--- config.mk ---
export PLATFORM = sky130hd
export DESIGN_NAME = packet_header_parse_corner_turn_flat
export DESIGN_NICKNAME = d
export VERILOG_FILES = /design/src/rtl/core/phct_pkg.sv /design/src/rtl/core/phct_word_if.sv /design/src/rtl/core/phct_res_if.sv /design/src/rtl/core/phct_dpath.sv /design/src/rtl/core/phct_ctrl.sv /design/src/rtl/core/packet_header_parse_corner_turn.sv /design/src/flat_wrapper.sv
export SDC_FILE = /design/constraint.sdc
export NUM_CORES = 2
export LEC_CHECK = 0
export ABC_AREA = 1
export BUFFER_PORTS_ARGS = -buffer_cell sky130_fd_sc_hd__buf_2
export CAP_MARGIN = 5
export CORE_UTILIZATION = 35
export DETAILED_ROUTE_END_ITERATION = 10
export PLACE_DENSITY = 0.47
export SLEW_MARGIN = 20
export SYNTH_ARGS = -nofsm -noshare
export SYNTH_HDL_FRONTEND = slang
export SYNTH_SLANG_ARGS = --single-unit
export TNS_END_PERCENT = 30
--- constraint.sdc ---
create_clock -name i_clk -period 23.6 [get_ports i_clk]
set_clock_uncertainty 0.2 [all_clocks]
set_input_delay 2.36 -clock i_clk [delete_from_list [all_inputs] [get_ports i_clk]]
set_output_delay 2.36 -clock i_clk [all_outputs]
set_load 0.03 [all_outputs]
--- src/rtl/core/phct_pkg.sv ---
// Package for the packet header parser / corner-turn block.
// Holds widths, result kinds, register indexes, control types and the result word.
// No dependencies.
package phct_pkg;

    localparam int unsigned WORD_W      = 32;
    localparam int unsigned LEN_W       = 15;
    localparam int unsigned BIDX_W      = 10;
    localparam int unsigned KIND_W      = 2;
    localparam int unsigned CH_W        = 12;
    localparam int unsigned SUB_W       = 8;
    localparam int unsigned ADDR_OUT_W  = 24;
    localparam int unsigned PPB_W       = 11;
    localparam int unsigned CNT_W       = 12;
    localparam int unsigned ADDR_BITS_DEF = 24;

    // Full width of base + chan*ppb*spp + sample before wrapping.
    localparam int unsigned SUM_W       = 36;
    localparam int unsigned P1_W        = CNT_W + PPB_W;
    localparam int unsigned P2_W        = P1_W + CNT_W;
    localparam int unsigned BASE_W      = BIDX_W + CNT_W;

    // Restoring divider: (length-16)/4 is 13 bits.
    localparam int unsigned DIVIDEND_W  = LEN_W - 2;
    localparam int unsigned DIV_STEPS   = DIVIDEND_W;
    localparam int unsigned DIV_CNT_W   = $clog2(DIV_STEPS + 1);

    localparam logic [CNT_W-1:0] SAT12  = '1;

    localparam int unsigned CFG_IDX_W   = 1;
    localparam int unsigned CFG_DATA_W  = CH_W;
    localparam logic [CFG_IDX_W-1:0] CFG_CHAN_COUNT = 1'd0;
    localparam logic [CFG_IDX_W-1:0] CFG_PPB        = 1'd1;

    localparam logic [KIND_W-1:0] KIND_HEADER  = 2'd0;
    localparam logic [KIND_W-1:0] KIND_PLACED  = 2'd1;
    localparam logic [KIND_W-1:0] KIND_SURPLUS = 2'd2;

    typedef struct packed {
        logic [KIND_W-1:0]     kind;
        logic                  header_valid;
        logic [CH_W-1:0]       channels;
        logic [SUB_W-1:0]      subpackets;
        logic [WORD_W-1:0]     timestamp;
        logic [WORD_W-1:0]     sequence_res;
        logic [WORD_W-1:0]     sample;
        logic [ADDR_OUT_W-1:0] address;
        logic                  last_of_packet;
    } t_result;

    typedef enum logic [2:0] {
        ST_IDLE,
        ST_DIV,
        ST_MUL,
        ST_SUM,
        ST_EMIT
    } t_state;

    typedef struct packed {
        logic take;      // word accepted this cycle
        logic mul_step;  // second product of the address
        logic sum_step;  // final address add
        logic emit;      // move staged result to output register
    } t_cmd;

    typedef struct packed {
        logic pos_first;   // next word is header word 0
        logic pos_header;  // next word is a header word
        logic hdr_result;  // next word gives a header result
        logic div_busy;
        logic last_word;   // staged word was the packet's final word
        logic out_free;
    } t_stat;

endpackage

--- src/rtl/core/phct_word_if.sv ---
// Input channel: one packet word with its side fields.
// Depends on phct_pkg.
interface phct_word_if;
    logic                          valid;
    logic                          ready;
    logic [phct_pkg::WORD_W-1:0]   word;
    logic [phct_pkg::LEN_W-1:0]    packet_length;
    logic [phct_pkg::BIDX_W-1:0]   block_index;
    logic                          last;

    modport source (output valid, output word, output packet_length, output block_index,
                    output last, input ready);
    modport sink (input valid, input word, input packet_length, input block_index,
                  input last, output ready);
endinterface

--- src/rtl/core/phct_res_if.sv ---
// Output channel: one header summary or payload placement word.
// Depends on phct_pkg.
interface phct_res_if;
    logic                              valid;
    logic                              ready;
    logic [phct_pkg::KIND_W-1:0]       kind;
    logic                              header_valid;
    logic [phct_pkg::CH_W-1:0]         channels;
    logic [phct_pkg::SUB_W-1:0]        subpackets;
    logic [phct_pkg::WORD_W-1:0]       timestamp;
    logic [phct_pkg::WORD_W-1:0]       sequence_res;
    logic [phct_pkg::WORD_W-1:0]       sample;
    logic [phct_pkg::ADDR_OUT_W-1:0]   address;
    logic                              last_of_packet;

    modport source (output valid, output kind, output header_valid, output channels,
                    output subpackets, output timestamp, output sequence_res, output sample,
                    output address, output last_of_packet, input ready);
    modport sink (input valid, input kind, input header_valid, input channels,
                  input subpackets, input timestamp, input sequence_res, input sample,
                  input address, input last_of_packet, output ready);
endinterface

--- src/rtl/core/phct_dpath.sv ---
// Datapath: config registers, header capture, spp divider, corner-turn address
// products, staged result and output register. Depends on phct_pkg.
module phct_dpath #(
    parameter int unsigned ADDR_BITS = phct_pkg::ADDR_BITS_DEF
) (
    input  logic                              i_clk,
    input  logic                              i_rst_n,
    input  phct_pkg::t_cmd                    i_cmd,
    output phct_pkg::t_stat                   o_stat,
    input  logic [phct_pkg::WORD_W-1:0]       i_word,
    input  logic [phct_pkg::LEN_W-1:0]        i_len,
    input  logic [phct_pkg::BIDX_W-1:0]       i_bidx,
    input  logic                              i_last,
    input  logic                              i_cfg_we,
    input  logic [phct_pkg::CFG_IDX_W-1:0]    i_cfg_idx,
    input  logic [phct_pkg::CFG_DATA_W-1:0]   i_cfg_data,
    input  logic                              i_out_ready,
    output logic                              o_out_valid,
    output phct_pkg::t_result                 o_out
);

    localparam int unsigned AW = (ADDR_BITS < phct_pkg::SUM_W) ? ADDR_BITS : phct_pkg::SUM_W;

    // config
    logic [phct_pkg::CH_W-1:0]   r_chan_count;
    logic [phct_pkg::PPB_W-1:0]  r_ppb;

    // packet state
    logic [phct_pkg::CNT_W-1:0]  r_wpos, n_wpos;
    logic [phct_pkg::CH_W-1:0]   r_cap_ch, n_cap_ch;
    logic [phct_pkg::SUB_W-1:0]  r_cap_sub, n_cap_sub;
    logic [phct_pkg::WORD_W-1:0] r_cap_ts, n_cap_ts;
    logic [phct_pkg::CNT_W-1:0]  r_spp;
    logic [phct_pkg::CNT_W-1:0]  r_cc, n_cc;
    logic [phct_pkg::CNT_W-1:0]  r_sc, n_sc;
    logic [phct_pkg::BASE_W-1:0] r_base;

    // divider
    logic [phct_pkg::DIV_CNT_W-1:0]  r_div_cnt;
    logic [phct_pkg::DIVIDEND_W-1:0] r_quo, n_quo;
    logic [phct_pkg::CH_W-1:0]       r_rem, r_den;
    logic [phct_pkg::CH_W:0]         rem_sh, rem_sub;
    logic                            div_ge;
    logic [phct_pkg::LEN_W-1:0]      len_body;
    logic                            div_trivial;

    // address
    logic [phct_pkg::P1_W-1:0]   r_p1;
    logic [phct_pkg::P2_W-1:0]   r_p2;
    logic [phct_pkg::CNT_W-1:0]  r_samp;
    logic [phct_pkg::SUM_W-1:0]  addr_sum, addr_wrap;

    // header check
    logic [phct_pkg::CH_W+phct_pkg::SUB_W-1:0]   cs_prod;
    logic [phct_pkg::CH_W+phct_pkg::SUB_W+2:0]   need_len;
    logic                                        hdr_ok;

    logic                        pos_first, pos_header, pos_three;
    logic                        chan_wrap;
    phct_pkg::t_result           r_res, n_res;
    phct_pkg::t_result           r_out;
    logic                        r_out_valid;

    assign pos_first  = (r_wpos == '0);
    assign pos_header = (r_wpos[phct_pkg::CNT_W-1:2] == '0);
    assign pos_three  = (r_wpos == phct_pkg::CNT_W'(3));

    // header capture
    always_comb begin
        n_cap_ch  = r_cap_ch;
        n_cap_sub = r_cap_sub;
        n_cap_ts  = r_cap_ts;
        if (pos_first) begin
            n_cap_ch  = {i_word[23:20], 8'h00};
            n_cap_sub = '0;
            n_cap_ts  = '0;
        end else if (r_wpos == phct_pkg::CNT_W'(1)) begin
            n_cap_ch  = {r_cap_ch[11:8], i_word[23:16]};
            n_cap_sub = i_word[31:24];
        end else if (r_wpos == phct_pkg::CNT_W'(2)) begin
            n_cap_ts  = i_word;
        end
    end

    assign cs_prod  = (phct_pkg::CH_W+phct_pkg::SUB_W)'(n_cap_ch)
                    * (phct_pkg::CH_W+phct_pkg::SUB_W)'(n_cap_sub);
    assign need_len = {1'b0, cs_prod, 2'b00} + (phct_pkg::CH_W+phct_pkg::SUB_W+3)'(16);
    assign hdr_ok   = pos_three && ((phct_pkg::CH_W+phct_pkg::SUB_W+3)'(i_len) == need_len);

    // staged result for the word being taken
    always_comb begin
        n_res = '0;
        n_res.last_of_packet = i_last;
        if (pos_header) begin
            n_res.kind         = phct_pkg::KIND_HEADER;
            n_res.header_valid = hdr_ok;
            n_res.channels     = n_cap_ch;
            n_res.subpackets   = n_cap_sub;
            n_res.timestamp    = n_cap_ts;
            n_res.sequence_res = hdr_ok ? i_word : '0;
        end else begin
            n_res.kind   = (r_sc < r_spp) ? phct_pkg::KIND_PLACED : phct_pkg::KIND_SURPLUS;
            n_res.sample = i_word;
        end
    end

    // channel / sample counters, channel wraps at the live chan_count
    assign chan_wrap = ({1'b0, r_cc} + 13'd1) >= {1'b0, r_chan_count};
    always_comb begin
        n_cc = r_cc + 1'b1;
        n_sc = r_sc;
        if (chan_wrap) begin
            n_cc = '0;
            if (r_sc != phct_pkg::SAT12) begin
                n_sc = r_sc + 1'b1;
            end
        end
    end

    always_comb begin
        if (i_last) begin
            n_wpos = '0;
        end else if (r_wpos != phct_pkg::SAT12) begin
            n_wpos = r_wpos + 1'b1;
        end else begin
            n_wpos = r_wpos;
        end
    end

    // divider step
    assign len_body    = i_len - phct_pkg::LEN_W'(16);
    assign div_trivial = (i_len < phct_pkg::LEN_W'(16)) || (r_chan_count == '0);
    assign rem_sh      = {r_rem, r_quo[phct_pkg::DIVIDEND_W-1]};
    assign div_ge      = rem_sh >= {1'b0, r_den};
    assign rem_sub     = rem_sh - {1'b0, r_den};
    assign n_quo       = {r_quo[phct_pkg::DIVIDEND_W-2:0], div_ge};

    // address, wrapped to ADDR_BITS then cut to the port
    assign addr_sum  = phct_pkg::SUM_W'(r_base) + phct_pkg::SUM_W'(r_p2)
                     + phct_pkg::SUM_W'(r_samp);
    assign addr_wrap = phct_pkg::SUM_W'(addr_sum[AW-1:0]);

    always_ff @(posedge i_clk) begin
        if (!i_rst_n) begin
            r_chan_count <= phct_pkg::CH_W'(1);
            r_ppb        <= phct_pkg::PPB_W'(1);
            r_wpos       <= '0;
            r_div_cnt    <= '0;
            r_out_valid  <= 1'b0;
        end else begin
            if (i_cfg_we) begin
                unique case (i_cfg_idx)
                    phct_pkg::CFG_CHAN_COUNT: r_chan_count <= i_cfg_data;
                    phct_pkg::CFG_PPB:        r_ppb <= i_cfg_data[phct_pkg::PPB_W-1:0];
                endcase
            end
            if (i_cmd.take) begin
                r_wpos <= n_wpos;
            end
            if (i_cmd.take && pos_first) begin
                r_div_cnt <= div_trivial ? '0 : phct_pkg::DIV_CNT_W'(phct_pkg::DIV_STEPS);
            end else if (r_div_cnt != '0) begin
                r_div_cnt <= r_div_cnt - 1'b1;
            end
            if (i_cmd.emit) begin
                r_out_valid <= 1'b1;
            end else if (i_out_ready) begin
                r_out_valid <= 1'b0;
            end
        end
    end

    always_ff @(posedge i_clk) begin
        if (i_cmd.take) begin
            r_cap_ch  <= n_cap_ch;
            r_cap_sub <= n_cap_sub;
            r_cap_ts  <= n_cap_ts;
            r_res     <= n_res;
            if (pos_first) begin
                r_spp <= '0;
                r_cc  <= '0;
                r_sc  <= '0;
                r_quo <= len_body[phct_pkg::LEN_W-1:2];
                r_rem <= '0;
                r_den <= r_chan_count;
            end else if (pos_three) begin
                r_base <= phct_pkg::BASE_W'(i_bidx) * phct_pkg::BASE_W'(r_spp);
            end else if (!pos_header) begin
                r_p1   <= phct_pkg::P1_W'(r_cc) * phct_pkg::P1_W'(r_ppb);
                r_samp <= r_sc;
                r_cc   <= n_cc;
                r_sc   <= n_sc;
            end
        end
        if (r_div_cnt != '0) begin
            r_quo <= n_quo;
            r_rem <= div_ge ? rem_sub[phct_pkg::CH_W-1:0] : rem_sh[phct_pkg::CH_W-1:0];
            if (r_div_cnt == phct_pkg::DIV_CNT_W'(1)) begin
                // saturate the quotient to 12 bits
                r_spp <= n_quo[phct_pkg::DIVIDEND_W-1] ? phct_pkg::SAT12
                                                        : n_quo[phct_pkg::CNT_W-1:0];
            end
        end
        if (i_cmd.mul_step) begin
            r_p2 <= phct_pkg::P2_W'(r_p1) * phct_pkg::P2_W'(r_spp);
        end
        if (i_cmd.sum_step && (r_res.kind == phct_pkg::KIND_PLACED)) begin
            r_res.address <= addr_wrap[phct_pkg::ADDR_OUT_W-1:0];
        end
        if (i_cmd.emit) begin
            r_out <= r_res;
        end
    end

    assign o_stat.pos_first  = pos_first;
    assign o_stat.pos_header = pos_header;
    assign o_stat.hdr_result = pos_three || i_last;
    assign o_stat.div_busy   = (r_div_cnt != '0);
    assign o_stat.last_word  = r_res.last_of_packet;
    assign o_stat.out_free   = !r_out_valid || i_out_ready;

    assign o_out_valid = r_out_valid;
    assign o_out       = r_out;

    a_div_idle_on_take: assert property (@(posedge i_clk) disable iff (!i_rst_n)
        i_cmd.take |-> (r_div_cnt == '0))
        else $error("word taken while divider busy");

    a_surplus_no_addr: assert property (@(posedge i_clk) disable iff (!i_rst_n)
        (r_out_valid && (r_out.kind != phct_pkg::KIND_PLACED)) |-> (r_out.address == '0))
        else $error("address set on non-placed result");

    a_header_seq: assert property (@(posedge i_clk) disable iff (!i_rst_n)
        (r_out_valid && (r_out.kind == phct_pkg::KIND_HEADER) && !r_out.header_valid)
        |-> (r_out.sequence_res == '0))
        else $error("sequence number on invalid header");

endmodule

--- src/rtl/core/phct_ctrl.sv ---
// Controller: sequences take, divide, address products and result hand-off.
// Depends on phct_pkg.
module phct_ctrl (
    input  logic            i_clk,
    input  logic            i_rst_n,
    input  logic            i_valid,
    output logic            o_ready,
    input  phct_pkg::t_stat i_stat,
    output phct_pkg::t_cmd  o_cmd
);

    phct_pkg::t_state r_state, n_state;

    always_ff @(posedge i_clk) begin
        if (!i_rst_n) begin
            r_state <= phct_pkg::ST_IDLE;
        end else begin
            r_state <= n_state;
        end
    end

    always_comb begin
        n_state = r_state;
        o_cmd   = '0;
        o_ready = 1'b0;
        unique case (r_state)
            phct_pkg::ST_IDLE: begin
                o_ready    = 1'b1;
                o_cmd.take = i_valid;
                if (i_valid) begin
                    priority if (i_stat.pos_first) begin
                        n_state = phct_pkg::ST_DIV;
                    end else if (i_stat.pos_header) begin
                        n_state = i_stat.hdr_result ? phct_pkg::ST_EMIT : phct_pkg::ST_IDLE;
                    end else begin
                        n_state = phct_pkg::ST_MUL;
                    end
                end
            end
            phct_pkg::ST_DIV: begin
                // hold until spp is known; a one-word packet still reports its header
                if (!i_stat.div_busy) begin
                    n_state = i_stat.last_word ? phct_pkg::ST_EMIT : phct_pkg::ST_IDLE;
                end
            end
            phct_pkg::ST_MUL: begin
                o_cmd.mul_step = 1'b1;
                n_state        = phct_pkg::ST_SUM;
            end
            phct_pkg::ST_SUM: begin
                o_cmd.sum_step = 1'b1;
                n_state        = phct_pkg::ST_EMIT;
            end
            phct_pkg::ST_EMIT: begin
                if (i_stat.out_free) begin
                    o_cmd.emit = 1'b1;
                    n_state    = phct_pkg::ST_IDLE;
                end
            end
            default: begin
                n_state = phct_pkg::ST_IDLE;
            end
        endcase
    end

    a_first_to_div: assert property (@(posedge i_clk) disable iff (!i_rst_n)
        (o_cmd.take && i_stat.pos_first) |=> (r_state == phct_pkg::ST_DIV))
        else $error("header word 0 did not start the divide");

    a_payload_path: assert property (@(posedge i_clk) disable iff (!i_rst_n)
        (r_state == phct_pkg::ST_MUL) |=> (r_state == phct_pkg::ST_SUM) ##1
        (r_state == phct_pkg::ST_EMIT))
        else $error("payload address sequence broken");

    a_emit_free: assert property (@(posedge i_clk) disable iff (!i_rst_n)
        o_cmd.emit |-> (i_stat.out_free && !i_stat.div_busy))
        else $error("result moved into a full output register");

endmodule

--- src/rtl/core/packet_header_parse_corner_turn.sv ---
// Top level of the packet header parser with corner-turn addressing.
// Depends on phct_pkg, phct_word_if, phct_res_if, phct_ctrl, phct_dpath.
//
//   port        dir   handshake     carries
//   i_word      in    valid/ready   word, packet_length, block_index, last
//   o_res       out   valid/ready   kind, header fields, sample, address, last_of_packet
//   i_cfg_*     in    write enable  chan_count (index 0), packets per block (index 1)
//
// Header word 0 is taken, then the block waits in the divide state while the 13-step
// restoring divider finds spp; the divider steps are skipped when the length is under 16 or
// chan_count is zero. Header words 1 and 2 are only taken; word 3 adds the hand-off,
// as does any header word with last set. Each payload word passes through take,
// channel*ppb*spp as two registered products, address add and hand-off.
// The next word is taken while a finished result waits in the output register;
// a stalled output holds the block in its hand-off state.
// Reset is synchronous, active low; no clearing pass is needed.
module packet_header_parse_corner_turn #(
    parameter int unsigned ADDR_BITS = phct_pkg::ADDR_BITS_DEF
) (
    input  logic                              i_clk,
    input  logic                              i_rst_n,
    phct_word_if.sink                         i_word,
    phct_res_if.source                        o_res,
    input  logic                              i_cfg_we,
    input  logic [phct_pkg::CFG_IDX_W-1:0]    i_cfg_idx,
    input  logic [phct_pkg::CFG_DATA_W-1:0]   i_cfg_data
);

    phct_pkg::t_cmd    cmd;
    phct_pkg::t_stat   stat;
    phct_pkg::t_result out_res;

    phct_ctrl u_ctrl (
        .i_clk   (i_clk),
        .i_rst_n (i_rst_n),
        .i_valid (i_word.valid),
        .o_ready (i_word.ready),
        .i_stat  (stat),
        .o_cmd   (cmd)
    );

    phct_dpath #(
        .ADDR_BITS (ADDR_BITS)
    ) u_dpath (
        .i_clk       (i_clk),
        .i_rst_n     (i_rst_n),
        .i_cmd       (cmd),
        .o_stat      (stat),
        .i_word      (i_word.word),
        .i_len       (i_word.packet_length),
        .i_bidx      (i_word.block_index),
        .i_last      (i_word.last),
        .i_cfg_we    (i_cfg_we),
        .i_cfg_idx   (i_cfg_idx),
        .i_cfg_data  (i_cfg_data),
        .i_out_ready (o_res.ready),
        .o_out_valid (o_res.valid),
        .o_out       (out_res)
    );

    assign o_res.kind           = out_res.kind;
    assign o_res.header_valid   = out_res.header_valid;
    assign o_res.channels       = out_res.channels;
    assign o_res.subpackets     = out_res.subpackets;
    assign o_res.timestamp      = out_res.timestamp;
    assign o_res.sequence_res   = out_res.sequence_res;
    assign o_res.sample         = out_res.sample;
    assign o_res.address        = out_res.address;
    assign o_res.last_of_packet = out_res.last_of_packet;

endmodule
--- src/flat_wrapper.sv ---
// flat-port wrapper written by rule: the top's interface ports become plain ports
module packet_header_parse_corner_turn_flat 
#(
    parameter int unsigned ADDR_BITS = phct_pkg::ADDR_BITS_DEF
)
  (i_clk, i_rst_n, i_cfg_we, i_cfg_idx, i_cfg_data, i_word_valid, i_word_word, i_word_packet_length, i_word_block_index, i_word_last, i_word_ready, o_res_valid, o_res_kind, o_res_header_valid, o_res_channels, o_res_subpackets, o_res_timestamp, o_res_sequence_res, o_res_sample, o_res_address, o_res_last_of_packet, o_res_ready);
  phct_word_if i_word_i ();
  phct_res_if o_res_i ();
  input  logic i_clk;
  input  logic i_rst_n;
  input  logic i_cfg_we;
  input  logic [phct_pkg::CFG_IDX_W-1:0] i_cfg_idx;
  input  logic [phct_pkg::CFG_DATA_W-1:0] i_cfg_data;
  input wire logic [$bits(i_word_i.valid)-1:0] i_word_valid;
  input wire logic [$bits(i_word_i.word)-1:0] i_word_word;
  input wire logic [$bits(i_word_i.packet_length)-1:0] i_word_packet_length;
  input wire logic [$bits(i_word_i.block_index)-1:0] i_word_block_index;
  input wire logic [$bits(i_word_i.last)-1:0] i_word_last;
  output wire logic [$bits(i_word_i.ready)-1:0] i_word_ready;
  output wire logic [$bits(o_res_i.valid)-1:0] o_res_valid;
  output wire logic [$bits(o_res_i.kind)-1:0] o_res_kind;
  output wire logic [$bits(o_res_i.header_valid)-1:0] o_res_header_valid;
  output wire logic [$bits(o_res_i.channels)-1:0] o_res_channels;
  output wire logic [$bits(o_res_i.subpackets)-1:0] o_res_subpackets;
  output wire logic [$bits(o_res_i.timestamp)-1:0] o_res_timestamp;
  output wire logic [$bits(o_res_i.sequence_res)-1:0] o_res_sequence_res;
  output wire logic [$bits(o_res_i.sample)-1:0] o_res_sample;
  output wire logic [$bits(o_res_i.address)-1:0] o_res_address;
  output wire logic [$bits(o_res_i.last_of_packet)-1:0] o_res_last_of_packet;
  input wire logic [$bits(o_res_i.ready)-1:0] o_res_ready;
  assign i_word_i.valid = i_word_valid;
  assign i_word_i.word = i_word_word;
  assign i_word_i.packet_length = i_word_packet_length;
  assign i_word_i.block_index = i_word_block_index;
  assign i_word_i.last = i_word_last;
  assign i_word_ready = i_word_i.ready;
  assign o_res_valid = o_res_i.valid;
  assign o_res_kind = o_res_i.kind;
  assign o_res_header_valid = o_res_i.header_valid;
  assign o_res_channels = o_res_i.channels;
  assign o_res_subpackets = o_res_i.subpackets;
  assign o_res_timestamp = o_res_i.timestamp;
  assign o_res_sequence_res = o_res_i.sequence_res;
  assign o_res_sample = o_res_i.sample;
  assign o_res_address = o_res_i.address;
  assign o_res_last_of_packet = o_res_i.last_of_packet;
  assign o_res_i.ready = o_res_ready;
  packet_header_parse_corner_turn #(.ADDR_BITS(ADDR_BITS)) u_core (.i_clk(i_clk), .i_rst_n(i_rst_n), .i_word(i_word_i), .o_res(o_res_i), .i_cfg_we(i_cfg_we), .i_cfg_idx(i_cfg_idx), .i_cfg_data(i_cfg_data));
endmodule
==> impl_metrics.json <==
{
  "p_leak_nw": 20.6,
  "ys.flop_type": "edfxtp_1",
  "drt_pre_antenna_iters": 5,
  "pin_count": 222,
  "fillers": 11400,
  "p_per_area_nw_per_um2": 158,
  "syn_nets": 4835,
  "hold_buffers": 0,
  "synth.most_common_cell": "inv_1",
  "multi_input_area_um2": 20600,
  "fp-row-count": 123,
  "yosysTopAreaCellShare_pct": 36.3,
  "hold_viol": 0,
  "period_minus_slack_ns": 8.36,
  "synth.top_cells.by_area": "edfxtp_1, fa_1, ha_1",
  "port_buffers": 221,
  "synthCells": 4083,
  "globalplace.congestion": 0.829,
  "cp_cell_sequence": "buf_2 > nor2_1 > nor3_1 > nand2_1 > fa_1 > fa_1 > fa_1 > fa_1 > inv_1 > ha_1 > a21oi_1 > o21a_1 > nand2_1 > nand2_1 > o21ai_0 > xnor2_1 > inv_1 > nand2_1 > o21ai_0 > a21oi_1 > nand4_4 > nor2_1",
  "syn_area_per_cell_um2": 9.75,
  "worstSetupStartpoint": "i_word_word[17]",
  "die_h_um": 339,
  "synth_edf_count": 482,
  "synthDistinctLibCells": 51,
  "grt_pass1_wl_mm": 157,
  "crit_path_end_kind": "flip-flop",
  "dp_hpwl_mm": 73.4,
  "cts_sinks": 537,
  "async_flop_share_pct": 0,
  "grt_remaining_overflow": 0,
  "drtIter0Drc": 1519,
  "die_x_um": 339,
  "hold_class": "flip-flop to flip-flop",
  "crit_slowest_cell": "nand4_4",
  "core_area_um2": 113000,
  "grt_pass1_vias": 28300,
  "start_util_pct": 35.3,
  "tns_ns": 0,
  "syn_to_final_growth_pct": 12.0,
  "post-route-period-util_pct": 35.4,
  "layout.area.seq_um2": 15600,
  "routed_wl_mm": 97.4,
  "max_freq_mhz": 120,
  "final_antenna_net_count": 0,
  "cts_root_buf": "clkbuf_16",
  "drive_above_1_share_pct": 9.90,
  "cts_setup_buffers": 0,
  "netlist_area_um2": 39800,
  "avgViaCountPerCell": 4.66,
  "outcome": "finished clean",
  "nNetsFinal": 5009,
  "tightest_slew_ns": 1.06,
  "drv_cap": 0,
  "cts-resized-gates": 0,
  "cp.arrival_ns": 8.64,
  "timing.rr.start": "u_core.u_dpath.r_wpos[0]$_SDFFE_PN0P_",
  "synth_seq_cells": 537,
  "hold_depth": 0,
  "worst_setup_path_start_kind": "input pin",
  "slew_headroom_pct": 29.3,
  "drc_errors": 0,
  "finalPower_mw": 7.05,
  "clkTransAtPathRegs_ns": 0.06,
  "ir_drop_mv": 0.141,
  "finalSetupViolations": 0,
  "path_class": "input pin to flip-flop",
  "die_area_um2": 115000,
  "reg2reg_to": "u_core.u_dpath.r_res[68]$_SDFFCE_PN0P_",
  "crit_fanout": 33,
  "seq_area_frac_synth_pct": 39.1,
  "wl_per_cell_um": 16.8,
  "max_stage_delay_ns": 0.79,
  "worstRegToRegCells": 25,
  "grt_max_degree": 78,
  "clkLatencyLatePin_ns": 0.65,
  "rrSetupSlack_ns": 15.36,
  "via_count": 27100,
  "endpoint": "u_core.u_dpath.r_res[68]$_SDFFCE_PN0P_",
  "htreeDepth": 2,
  "slew_violations": 0,
  "cp.required_ns": 23.87,
  "cts_made_buffers": 59,
  "rsz0062_at_grt": "false",
  "cts_tree": "built",
  "gr-usage-all-layers_pct": 17.2,
  "clock_path_buffers": 3,
  "grt_antenna_before_repair": 17,
  "yosys-top-cells-count": "inv_1, nand2_1, edfxtp_1",
  "yosys.area.top_type": "edfxtp_1",
  "yosysWarnings": 0
}
-- how the worst min path moves through the flow --
| stage | startpoint | endpoint | slack, ns |
|---|---|---|---|
| after global routing | u_core.u_dpath.r_res[75]$_SDFFCE_PN0P_ | u_core.u_dpath.o_out[75]$_DFFE_PP_ | 0.20 |
| after detailed placement | u_core.u_dpath.r_res[105]$_SDFFCE_PN0P_ | u_core.u_dpath.o_out[105]$_DFFE_PP_ | 0.20 |
| after global placement | u_core.u_dpath.r_res[41]$_SDFFCE_PP0P_ | u_core.u_dpath.o_out[41]$_DFFE_PP_ | 0.20 |
| after CTS | u_core.u_dpath.r_res[82]$_SDFFCE_PN0P_ | u_core.u_dpath.o_out[82]$_DFFE_PP_ | 0.19 |
| after floorplan | u_core.u_dpath.r_res[100]$_SDFFCE_PN0P_ | u_core.u_dpath.o_out[100]$_DFFE_PP_ | 0.20 |
| final | u_core.u_dpath.r_res[82]$_SDFFCE_PN0P_ | u_core.u_dpath.o_out[82]$_DFFE_PP_ | 0.19 |
-- routing by layer --
metal / share of wire [%] / GRT usage [%] / vias to the layer above
met5: 0.068 / 0 / -
met4: 2.1 / 4.12 / 12
met3: 4.8 / 2.82 / 137
met2: 46 / 28.1 / 481
met1: 47 / 23.9 / 13200
li1: - / - / 13200
-- report_power, final --
| group | switching (mW) | leakage [nW] | total (mW) | internal (mW) |
|---|---|---|---|---|
| Combinational | 2.85 | 14.6 | 4.43 | 1.59 |
| Sequential | 0.128 | 5.06 | 1.64 | 1.51 |
| Clock | 0.404 | 0.990 | 0.977 | 0.573 |
-- stage by stage --
stage	hold slack [ns]	util [%]	cell area [um2]	setup slack [ns]	cells
6_report	0.193	39.6	44600	15.24	5806
5_1_grt	0.197	39.6	44600	14.65	5806
4_1_cts	0.190	39.6	44600	15.24	5803
3_5_place_dp	0.205	37.7	42500	14.59	5695
3_3_place_gp	0.200	37.7	42500	14.72	5695
2_1_floorplan	0.200	-	39800	10.47	4083
-- kinds of logic after synthesis --
group | Yosys count | synth area share [%]
buffers and inverters | 976 | 9.28
DFF | 537 | 39.1
xor gates and xnor gates | 126 | 2.77
AOI/OAI and AO/OA | 385 | 5.47
and+or+nand+nor | 1383 | 14.6
adders and majority gates | 676 | 28.8
-- worst max-delay path: cells and delay by family --
kind	cells	cell delay [ns]
AND/OR/NAND/NOR	8	2.24
AO/OA/AOI/OAI	5	0.91
XOR/XNOR	1	0.28
buffers and inverters	3	0.27
adder cells (fa/ha/maj)	5	2.52
-- area by class of cell --
cell class	count	share of cell area, %
Timing Repair Buffer	253	3.06
Antenna cell	2	0.0112
Tap cell	1500	4.21
Multi-Input combinational cell	2570	46.2
Inverter	836	7.04
Clock inverter	41	1.18
Sequential cell	537	34.9
Clock buffer	67	3.40
-- layout by cell type (no fill, tap or decap), types with 10 or more instances in the layout --
| master | synthesis | routed |
|---|---|---|
| inv_1 | 832 | 832 |
| buf_2 | 1 | 221 |
| xor2_1 | 79 | 79 |
| nor3_2 | 11 | 14 |
| clkbuf_16 | 0 | 59 |
| dfxtp_1 | 55 | 55 |
| nand2_1 | 824 | 823 |
| xnor2_1 | 47 | 47 |
| fa_1 | 400 | 400 |
| or2_2 | 19 | 19 |
| a31oi_1 | 16 | 16 |
| nor3_1 | 61 | 58 |
| ha_1 | 276 | 276 |
| nand3_1 | 75 | 75 |
| o21ai_0 | 122 | 122 |
| clkinv_1 | 3 | 15 |
| nor2_1 | 277 | 273 |
| o211a_1 | 16 | 16 |
| and2_1 | 16 | 16 |
| buf_4 | 0 | 31 |
| bufinv_16 | 0 | 10 |
| a21oi_1 | 174 | 174 |
| nor4_1 | 21 | 21 |
| nor2_2 | 36 | 36 |
| nand4_1 | 27 | 27 |
| edfxtp_1 | 482 | 482 |
-- flip-flops by register name, indices dropped and copies added, names as in the netlist, 13 cells and up --
register	cells
u_core.u_dpath.r_quo	13
u_core.u_dpath.o_out	144
u_core.u_dpath.r_base	22
u_core.u_dpath.r_cap_ts	32
u_core.u_dpath.r_res	143
u_core.u_dpath.r_p1	23
u_core.u_dpath.r_p2	24
(Power assumes the default switching activity.)
